--- src/rtl/core/fhc_pkg.sv ---
package fhc_pkg;

   // operation codes carried by req_operation
   typedef enum logic [1:0] {
      OP_SINGLE_TO_HALF = 2'd0,
      OP_HALF_TO_SINGLE = 2'd1,
      OP_SINGLE_TO_BF16 = 2'd2,
      OP_BF16_TO_SINGLE = 2'd3
   } op_type;

   // what is left to do after decode
   typedef enum logic [1:0] {
      KIND_DONE    = 2'd0,
      KIND_S2H_SUB = 2'd1,
      KIND_H2S_SUB = 2'd2
   } kind_type;

   localparam int WORD_W   = 32;
   localparam int AMOUNT_W = 5;
   localparam int NORM_W   = 4;

   // decode stage -> shift stage
   typedef struct packed {
      kind_type              kind;
      logic [WORD_W-1:0]     word;
      logic [AMOUNT_W-1:0]   amount;
   } dec_type;

   // shift stage -> round stage
   typedef struct packed {
      logic [WORD_W-1:0] word;
      logic              rnd;
   } shf_type;

   // left shift that brings the top set bit of a half mantissa to the hidden bit
   function automatic logic [NORM_W-1:0] norm_shift(input logic [9:0] mant);
      logic [NORM_W-1:0] sh;
      sh = '0;
      for (int i = 0; i < 10; i++) begin
         if (mant[i]) begin
            sh = NORM_W'(10 - i);
         end
      end
      return sh;
   endfunction

endpackage

--- src/rtl/core/fhc_decode.sv ---
module fhc_decode
   import fhc_pkg::*;
(
   input  logic        clock,
   input  logic        reset,
   input  logic        enable,
   input  logic        valid_in,
   input  logic [1:0]  operation,
   input  logic [31:0] operand_bits,
   output logic        valid_ff,
   output dec_type     dec_ff
);

   dec_type dec_in;
   logic    sgl_sign;
   logic [7:0]  sgl_exp;
   logic [22:0] sgl_mant;
   logic    hlf_sign;
   logic [4:0]  hlf_exp;
   logic [9:0]  hlf_mant;

   assign sgl_sign = operand_bits[31];
   assign sgl_exp  = operand_bits[30:23];
   assign sgl_mant = operand_bits[22:0];
   assign hlf_sign = operand_bits[15];
   assign hlf_exp  = operand_bits[14:10];
   assign hlf_mant = operand_bits[9:0];

   always_comb begin
      dec_in.kind   = KIND_DONE;
      dec_in.word   = '0;
      dec_in.amount = '0;
      unique case (op_type'(operation))
         OP_SINGLE_TO_HALF: begin
            if (sgl_exp == 8'hff) begin
               dec_in.word = {16'b0, sgl_sign, 5'h1f, (sgl_mant != '0), 9'b0};
            end else if (sgl_exp >= 8'd143) begin
               // overflow to signed infinity
               dec_in.word = {16'b0, sgl_sign, 5'h1f, 10'b0};
            end else if (sgl_exp < 8'd102) begin
               // too small even for a half subnormal
               dec_in.word = {16'b0, sgl_sign, 15'b0};
            end else if (sgl_exp <= 8'd112) begin
               dec_in.kind   = KIND_S2H_SUB;
               dec_in.word   = {sgl_sign, 7'b0, 1'b1, sgl_mant};
               dec_in.amount = AMOUNT_W'(8'd126 - sgl_exp);
            end else begin
               dec_in.word = {16'b0, sgl_sign, 5'(sgl_exp - 8'd112), sgl_mant[22:13]};
            end
         end
         OP_HALF_TO_SINGLE: begin
            if (hlf_exp == 5'd0) begin
               if (hlf_mant == '0) begin
                  dec_in.word = {hlf_sign, 31'b0};
               end else begin
                  dec_in.kind   = KIND_H2S_SUB;
                  dec_in.word   = {hlf_sign, 21'b0, hlf_mant};
                  dec_in.amount = AMOUNT_W'(norm_shift(hlf_mant));
               end
            end else if (hlf_exp == 5'h1f) begin
               dec_in.word = {hlf_sign, 8'hff, hlf_mant, 13'b0};
            end else begin
               dec_in.word = {hlf_sign, {3'b0, hlf_exp} + 8'd112, hlf_mant, 13'b0};
            end
         end
         OP_SINGLE_TO_BF16: begin
            dec_in.word = {16'b0, operand_bits[31:16]};
         end
         OP_BF16_TO_SINGLE: begin
            dec_in.word = {operand_bits[15:0], 16'b0};
         end
      endcase
   end

   always_ff @(posedge clock) begin
      if (reset) begin
         valid_ff <= 1'b0;
      end else if (enable) begin
         valid_ff <= valid_in;
      end
   end

   always_ff @(posedge clock) begin
      if (enable) begin
         dec_ff <= dec_in;
      end
   end

endmodule

--- src/rtl/core/fhc_shift.sv ---
module fhc_shift
   import fhc_pkg::*;
(
   input  logic    clock,
   input  logic    reset,
   input  logic    enable,
   input  logic    valid_in,
   input  dec_type dec,
   output logic    valid_ff,
   output shf_type shf_ff
);

   shf_type    shf_in;
   logic [23:0] sub_mant;
   logic [10:0] sub_quot;
   logic [9:0]  norm_mant;
   logic [7:0]  norm_exp;

   assign sub_mant  = dec.word[23:0];
   assign sub_quot  = 11'(sub_mant >> dec.amount);
   assign norm_mant = dec.word[9:0] << dec.amount[NORM_W-1:0];
   assign norm_exp  = 8'd113 - {4'b0, dec.amount[NORM_W-1:0]};

   always_comb begin
      shf_in.word = dec.word;
      shf_in.rnd  = 1'b0;
      case (dec.kind)
         KIND_S2H_SUB: begin
            // shifted into the half subnormal range, round half up later
            shf_in.word = {16'b0, dec.word[31], 4'b0, sub_quot};
            shf_in.rnd  = sub_mant[dec.amount - 5'd1];
         end
         KIND_H2S_SUB: begin
            shf_in.word = {dec.word[31], norm_exp, norm_mant, 13'b0};
         end
         default: begin
            shf_in.word = dec.word;
         end
      endcase
   end

   always_ff @(posedge clock) begin
      if (reset) begin
         valid_ff <= 1'b0;
      end else if (enable) begin
         valid_ff <= valid_in;
      end
   end

   always_ff @(posedge clock) begin
      if (enable) begin
         shf_ff <= shf_in;
      end
   end

endmodule

--- src/rtl/core/fhc_round.sv ---
module fhc_round
   import fhc_pkg::*;
(
   input  logic        clock,
   input  logic        reset,
   input  logic        enable,
   input  logic        valid_in,
   input  shf_type     shf,
   output logic        valid_ff,
   output logic [31:0] result_ff
);

   logic [31:0] result_in;

   // carry out of the subnormal field lands on the smallest normal
   assign result_in = {shf.word[31:16], shf.word[15:0] + {15'b0, shf.rnd}};

   always_ff @(posedge clock) begin
      if (reset) begin
         valid_ff <= 1'b0;
      end else if (enable) begin
         valid_ff <= valid_in;
      end
   end

   always_ff @(posedge clock) begin
      if (enable) begin
         result_ff <= result_in;
      end
   end

endmodule

--- src/rtl/core/float_half_format_converter_core.sv ---
// Converts raw bit patterns between single precision, half precision and bfloat16,
// chosen per item by req_operation: 0 single to half, 1 half to single, 2 single to
// bfloat16, 3 bfloat16 to single. Half and bfloat16 sources use the low 16 operand
// bits, and 16-bit results come back zero-extended. Single to half truncates normal
// mantissas, rounds half up in the half subnormal range, flushes anything smaller
// (single subnormals too) to signed zero, saturates overflow to signed infinity and
// turns NaN into the quiet half NaN without payload. Half to single is exact and
// keeps NaN payloads. The core is a three-stage pipeline (decode, shift, round) that
// takes one item every cycle while req_stall is low; the result register is the last
// stage, so new items keep flowing in while a result waits, until the earlier stages
// fill, and bubbles are squeezed out when rsp_stall is held.
module float_half_format_converter_core
   import fhc_pkg::*;
(
   input  logic        clock,
   input  logic        reset,
   input  logic        req_valid,
   output logic        req_stall,
   input  logic [1:0]  req_operation,
   input  logic [31:0] req_operand_bits,
   output logic        rsp_valid,
   input  logic        rsp_stall,
   output logic [31:0] rsp_result_bits
);

   // per-stage advance: a stage loads when its slot is empty or drains onward
   logic    adv_dec;
   logic    adv_shf;
   logic    adv_rnd;

   logic    dec_valid;
   dec_type dec_word;
   logic    shf_valid;
   shf_type shf_word;

   assign adv_rnd   = !rsp_valid || !rsp_stall;
   assign adv_shf   = !shf_valid || adv_rnd;
   assign adv_dec   = !dec_valid || adv_shf;
   assign req_stall = !adv_dec;

   // stage 1: classify the operand and build the result where no shift is needed
   fhc_decode u_decode (
      .clock        (clock),
      .reset        (reset),
      .enable       (adv_dec),
      .valid_in     (req_valid),
      .operation    (req_operation),
      .operand_bits (req_operand_bits),
      .valid_ff     (dec_valid),
      .dec_ff       (dec_word)
   );

   // stage 2: subnormal right shift for half output, renormalise for half input
   fhc_shift u_shift (
      .clock    (clock),
      .reset    (reset),
      .enable   (adv_shf),
      .valid_in (dec_valid),
      .dec      (dec_word),
      .valid_ff (shf_valid),
      .shf_ff   (shf_word)
   );

   // stage 3: round-half-up increment into the output register
   fhc_round u_round (
      .clock     (clock),
      .reset     (reset),
      .enable    (adv_rnd),
      .valid_in  (shf_valid),
      .shf       (shf_word),
      .valid_ff  (rsp_valid),
      .result_ff (rsp_result_bits)
   );

`ifndef SYNTHESIS
   // input is only held off when every stage holds an item
   a_stall_only_when_full: assert property (@(posedge clock) disable iff (reset)
      req_stall |-> (dec_valid && shf_valid && rsp_valid))
      else $error("input stalled with a free pipeline slot");

   // an accepted item always lands in the decode stage
   a_accept_lands: assert property (@(posedge clock) disable iff (reset)
      (req_valid && !req_stall) |=> dec_valid)
      else $error("accepted item lost at decode");

   // a held item in the shift stage is neither dropped nor altered
   a_shift_holds: assert property (@(posedge clock) disable iff (reset)
      (shf_valid && !adv_shf) |=> (shf_valid && $stable(shf_word)))
      else $error("stalled shift stage changed");
`endif

endmodule
--- config.mk ---
export PLATFORM = sky130hd
export DESIGN_NAME = float_half_format_converter_core
export DESIGN_NICKNAME = d
export VERILOG_FILES = /design/src/rtl/core/fhc_pkg.sv /design/src/rtl/core/fhc_decode.sv /design/src/rtl/core/fhc_shift.sv /design/src/rtl/core/fhc_round.sv /design/src/rtl/core/float_half_format_converter_core.sv
export SDC_FILE = /design/constraint.sdc
export NUM_CORES = 1
export LEC_CHECK = 0
export BUFFER_PORTS_ARGS = -buffer_cell sky130_fd_sc_hd__buf_2
export CAP_MARGIN = 20
export CORE_MARGIN = 4
export CORE_UTILIZATION = 55
export CTS_CLUSTER_DIAMETER = 80
export DETAILED_ROUTE_END_ITERATION = 10
export GPL_ROUTABILITY_DRIVEN = 0
export GPL_TIMING_DRIVEN = 0
export PLACE_DENSITY = 0.81
export SLEW_MARGIN = 15
export SYNTH_ARGS = -nofsm -noshare
export SYNTH_HDL_FRONTEND = slang
export SYNTH_SLANG_ARGS = --single-unit
--- constraint.sdc ---
create_clock -name clock -period 2.7 [get_ports clock]
set_input_delay 0.675 -clock clock [delete_from_list [all_inputs] [get_ports clock]]
set_output_delay 0.675 -clock clock [all_outputs]
set_load 0.02 [all_outputs]
Word level (Yosys, flattened, before mapping)
Cells that the tools add are included.

word-level totals
  register bits = 107
  ROM bits = 0
  memories kept = 0
  output and inout bits = 34
  logic and storage cells = 75
  bits in latches = 0
  memory bits (writable) = 0

cells by class
  multipliers = 0
  equal/unequal tests = 7
  shift operators = 2
  add/subtract/negate cells = 6
  magnitude comparators = 4
  bitwise gates (word level) = 0
  reduce and logical (&&, ||, !) cells = 12
  multiplexer cells = 35
  divide/modulo/power cells = 0

operators by type and width
  kind                 number
  $mux 32              4
  $pmux 32 s4          1
  $pmux 32 s2          1
  $mux 31              2
  $mux 4               12
  $shr 24x5->11        1
  $reduce_bool 23->1   1
  $mux 5               4
  $add 16x1->16        1
  $logic_not 10->1     1
  $mux 10              1
  $mux 2               5
  $pmux 5 s2           1
  $shl 10x4->10        1
  $add 5x7->8 const B  1
  $eq 8x8->1 const B   1
  $ge 8x8->1 const B   1
  $le 8x7->1 const B   1
  $lt 8x7->1 const B   1
  $sub 7x4->8 const A  1
  $eq 2x2->1 const B   3
  $lt 5x6->1 const B   1
  $bmux 1 s5           1
  $eq 5x5->1 const B   1
  10 further kinds     18

Logic depth before layout (Yosys ltp)
  depth after elaboration = 13
  mapped depth = 11
  depth with buffers taken out = 7

By module
Synthesis repeated with hierarchy kept, for this count alone.

second synthesis, totals
  cell total of the unflattened synthesis = 550
  area total of the unflattened synthesis = 6,701.4 um2

modules (own cells, without submodules)
  module                            cells an instance  area each (um2)  instances
  fhc_shift                         276                3,111.7          1
  fhc_decode                        191                2,253.4          1
  fhc_round                         79                 1,312.5          1
  float_half_format_converter_core  4                  23.8             1

Least setup slack after synthesis
Ideal clock, no wire load.

  path kind = input to output
  from = input rsp_stall
  to = output req_stall
  data required time = 2.025 ns
  arrival = 2.064 ns
  path slack = -0.039 ns
  stages on the path = 3
  buffers on the path = 0
  path through = and3_1 nand2_1 inv_1

between the ends
  cells in the longest elaborated chain, start to end = 5

ends and longest elaborated chain
  what              RTL line                                text
  from (decl)       float_half_format_converter_core.sv:22  input logic rsp_stall,
  $logic_not 1->1   float_half_format_converter_core.sv:36  assign adv_rnd = !rsp_valid || !rsp_stall;
  $logic_or 1x1->1  float_half_format_converter_core.sv:36
  $logic_or 1x1->1  float_half_format_converter_core.sv:37  assign adv_shf = !shf_valid || adv_rnd;
  $logic_or 1x1->1  float_half_format_converter_core.sv:38  assign adv_dec = !dec_valid || adv_shf;
  $logic_not 1->1   float_half_format_converter_core.sv:39  assign req_stall = !adv_dec;
  to (decl)         float_half_format_converter_core.sv:18  output logic req_stall,

No other way between the ends.

==> flow_metrics.py <==
metrics = {
    "status": {
        "status": "completed",
    },
    "grt": {
        "antenna_found_initial": 0,
        "grt_max_degree": 41,
        "grt_util_all_layers_pct": 24.6,
        "grt_pass1_wl_mm": 25.3,
        "grt_pass1_vias": 4957,
        "grt_overflow": 0,
    },
    "setup_path": {
        "critical_path_required_ns": 2.84,
        "critical_path_arrival_ns": 2.77,
        "critPathBufInv": 1,
        "critPathKind": "reg2reg",
        "worst_setup_path_start_kind": "flop",
        "cpPeakStageDelay_ns": 0.88,
        "worstPathMaxFanout": 8,
        "crit_path_cell_trace": "inv_1 > ha_1 > nor3b_1 > nand2_1 > o221ai_1",
        "critPathTopFamily": "simple AND/OR/NAND/NOR gates",
        "cp-end-kind": "flop",
        "worst_path_max_delay_cell": "nor3b_1",
    },
    "floorplan": {
        "dieWidth_um": 115,
        "io_pins": 72,
        "die-area_um2": 13300,
        "start_util_pct": 57.3,
        "die_h_um": 115,
        "rows": 38,
        "fp.coreArea_um2": 11100,
    },
    "route": {
        "drt-vias-per-instance": 6.62,
        "drtIter0Drc": 500,
        "drt-total-wl_mm": 16.1,
        "ant_nets": 0,
        "firstDrtPassIters": 5,
        "wl_per_cell_um": 20.7,
        "drc": 0,
        "num_vias": 5142,
    },
    "synthesis": {
        "ys.flop_type": "edfxtp_1",
        "synth_common_cells": "edfxtp_1, nand2_1, mux2i_1",
        "avgSynthCellArea_um2": 11.5,
        "ys_warn_count": 0,
        "yosysSeqAreaShare_pct": 50.1,
        "synth_top_area_share_pct": 49.2,
        "synthesis.nets": 600,
        "synthDistinctLibCells": 65,
        "ys_seq_elements": 107,
        "synth_area_leader_cell": "edfxtp_1",
        "synth_most_common_cell": "edfxtp_1",
        "synth_area_leaders": "edfxtp_1, mux2i_1, mux4_2, nand2_1, nor2_1",
        "netlist_area_um2": 6350,
        "synth_edf_count": 104,
        "syn-instance-count": 554,
        "async_reset_ff_share_pct": 0,
    },
    "timing": {
        "layout_setup_ws_ns": 0.0733,
        "fin_crit_sh_pct": 97.3,
        "finalCriticalPeriod_ns": 2.63,
        "hold_viol_final": 0,
        "setup_viol": 0,
        "clock_skew_ns": 0.00734,
        "tightest_slew_ns": 1.09,
        "setup-tns-final_ns": 0,
        "slew_viol_final": 0,
        "slew_headroom_pct": 27.0,
        "timing.fmax_mhz": 381,
        "rsz0062_at_grt": "no",
    },
    "clocking": {
        "cts-root-buf": "clkbuf_16",
        "htreeDepth": 3,
        "clk_latency_ns": 0.34,
        "numCtsBuffers": 9,
        "cts_buffer_depth": 2,
        "cts_tree": "done",
        "path_clk_slew_ns": 0.07,
        "hold_buffers": 0,
        "cts_sinks": 107,
    },
    "placement": {
        "dpl.cell_count": 762,
        "portBuffers": 67,
        "pre_cts_slack_ns": -0.204,
        "dp_hpwl_mm": 11.9,
    },
    "final_layout": {
        "stdcell_count": 777,
        "syn_to_final_growth_pct": 12.8,
        "finalNetCount": 678,
        "drive_gt1_share_pct": 21.7,
        "diodes": 0,
    },
    "pwr": {
        "finalPower_mw": 3.74,
        "peakVddDrop_mv": 0.350,
        "p_leak_nw": 2.86,
        "powerDensity_nw_per_um2": 522,
    },
    "run": {
        "maxCapViolCount": 0,
    },
    "min_path": {
        "hp-class": "reg2reg",
    },
}
per-layer routing:
layer / part of all wire [%] / GRT usage [%]
met1: 36 / 30.5
met2: 48 / 41.5
met3: 11 / 4.44
met4: 4.7 / 12.3
met5: 0 / 0
through the flow:
step           cell area [µm²]  hold slack (ns)  utilization (%)
3_3_place_gp              6860            0.404             62.0
2_1_floorplan             6350            0.400                -
6_report                  7160            0.418             64.7
5_1_grt                   7160            0.429             64.7
3_5_place_dp              6880            0.405             62.1
4_1_cts                   7170            0.420             64.7
placed cells by master, fill, tap and decap left out, drive strengths merged, types with 3 or more instances in the layout:
| master | Yosys | final |
|---|---|---|
| edfxtp | 104 | 104 |
| buf | 19 | 87 |
| nand2 | 63 | 63 |
| mux2i | 39 | 39 |
| nor2 | 33 | 33 |
| clkbuf | 14 | 26 |
| o21ai | 24 | 24 |
| nand3 | 20 | 20 |
| inv | 17 | 18 |
| mux4 | 17 | 17 |
| nor2b | 15 | 15 |
| and2 | 14 | 14 |
| a221o | 12 | 12 |
| xnor2 | 11 | 11 |
| mux2 | 11 | 11 |
| a32oi | 10 | 10 |
| a21oi | 10 | 10 |
| xor2 | 10 | 10 |
| nor3 | 9 | 9 |
| o211ai | 8 | 8 |
| ha | 8 | 8 |
| or3 | 6 | 6 |
| a22oi | 6 | 6 |
| o22ai | 6 | 6 |
| nand2b | 5 | 5 |
| and3 | 5 | 5 |
| a211oi | 5 | 5 |
| o221ai | 4 | 4 |
| a22o | 4 | 4 |
| a31oi | 4 | 4 |
| a32o | 4 | 4 |
| or2 | 4 | 4 |
| nand4 | 3 | 3 |
| a311oi | 3 | 3 |
| dfxtp | 3 | 3 |
cell type report:
class | instances | area (µm²)
multi-input combinational | 396 | 2950
tap | 140 | 175
clock buffer | 13 | 250
buffer | 31 | 155
fill | 841 | 3910
inverter | 18 | 68.8
clock inverter | 3 | 25.0
sequential | 107 | 3180
timing repair buffer | 69 | 358
report_power, final:
part / switching (mW) / internal [mW] / total (mW)
Sequential: 0.0980 / 1.95 / 2.05
Clock: 0.541 / 0.656 / 1.20
Combinational: 0.288 / 0.205 / 0.494
final timing paths:
path	startpoint	to	slack, ns	cells past startpoint
worst max register to register	u_decode.dec_ff[37]	u_shift.shf_ff[10]	0.07	5
worst max-delay path	u_decode.dec_ff[37]	u_shift.shf_ff[10]	0.07	5
worst min-delay path	u_shift.shf_ff[32]	u_round.result_ff[31]	0.42	0
worst min register to register	u_shift.shf_ff[32]	u_round.result_ff[31]	0.42	0
sequential cells by signal, summed over array words and instances (netlist names):
| name | cells |
|---|---|
| u_decode.dec_ff | 39 |
| u_shift.shf_ff | 33 |
| u_round.result_ff | 32 |
| u_decode.valid_ff | 1 |
| u_round.valid_ff | 1 |
| u_shift.valid_ff | 1 |
cell families after synthesis:
logic type | share of synthesized area (%)
AOI/OAI and AO/OA | 13.8
and+or+nand+nor | 13.8
buffers and inverters | 3.68
DFF | 50.1
muxes | 14.1
adders and majority gates | 1.58
xor gates and xnor gates | 2.90
timing repair:
item                       CTS  global route
pin swaps                    0             0
setup endpoints to repair    1             2
hold endpoints to repair     0             0
setup buffers                1             0
resized for setup            2             1
Power figures use the tool's default switching activity.
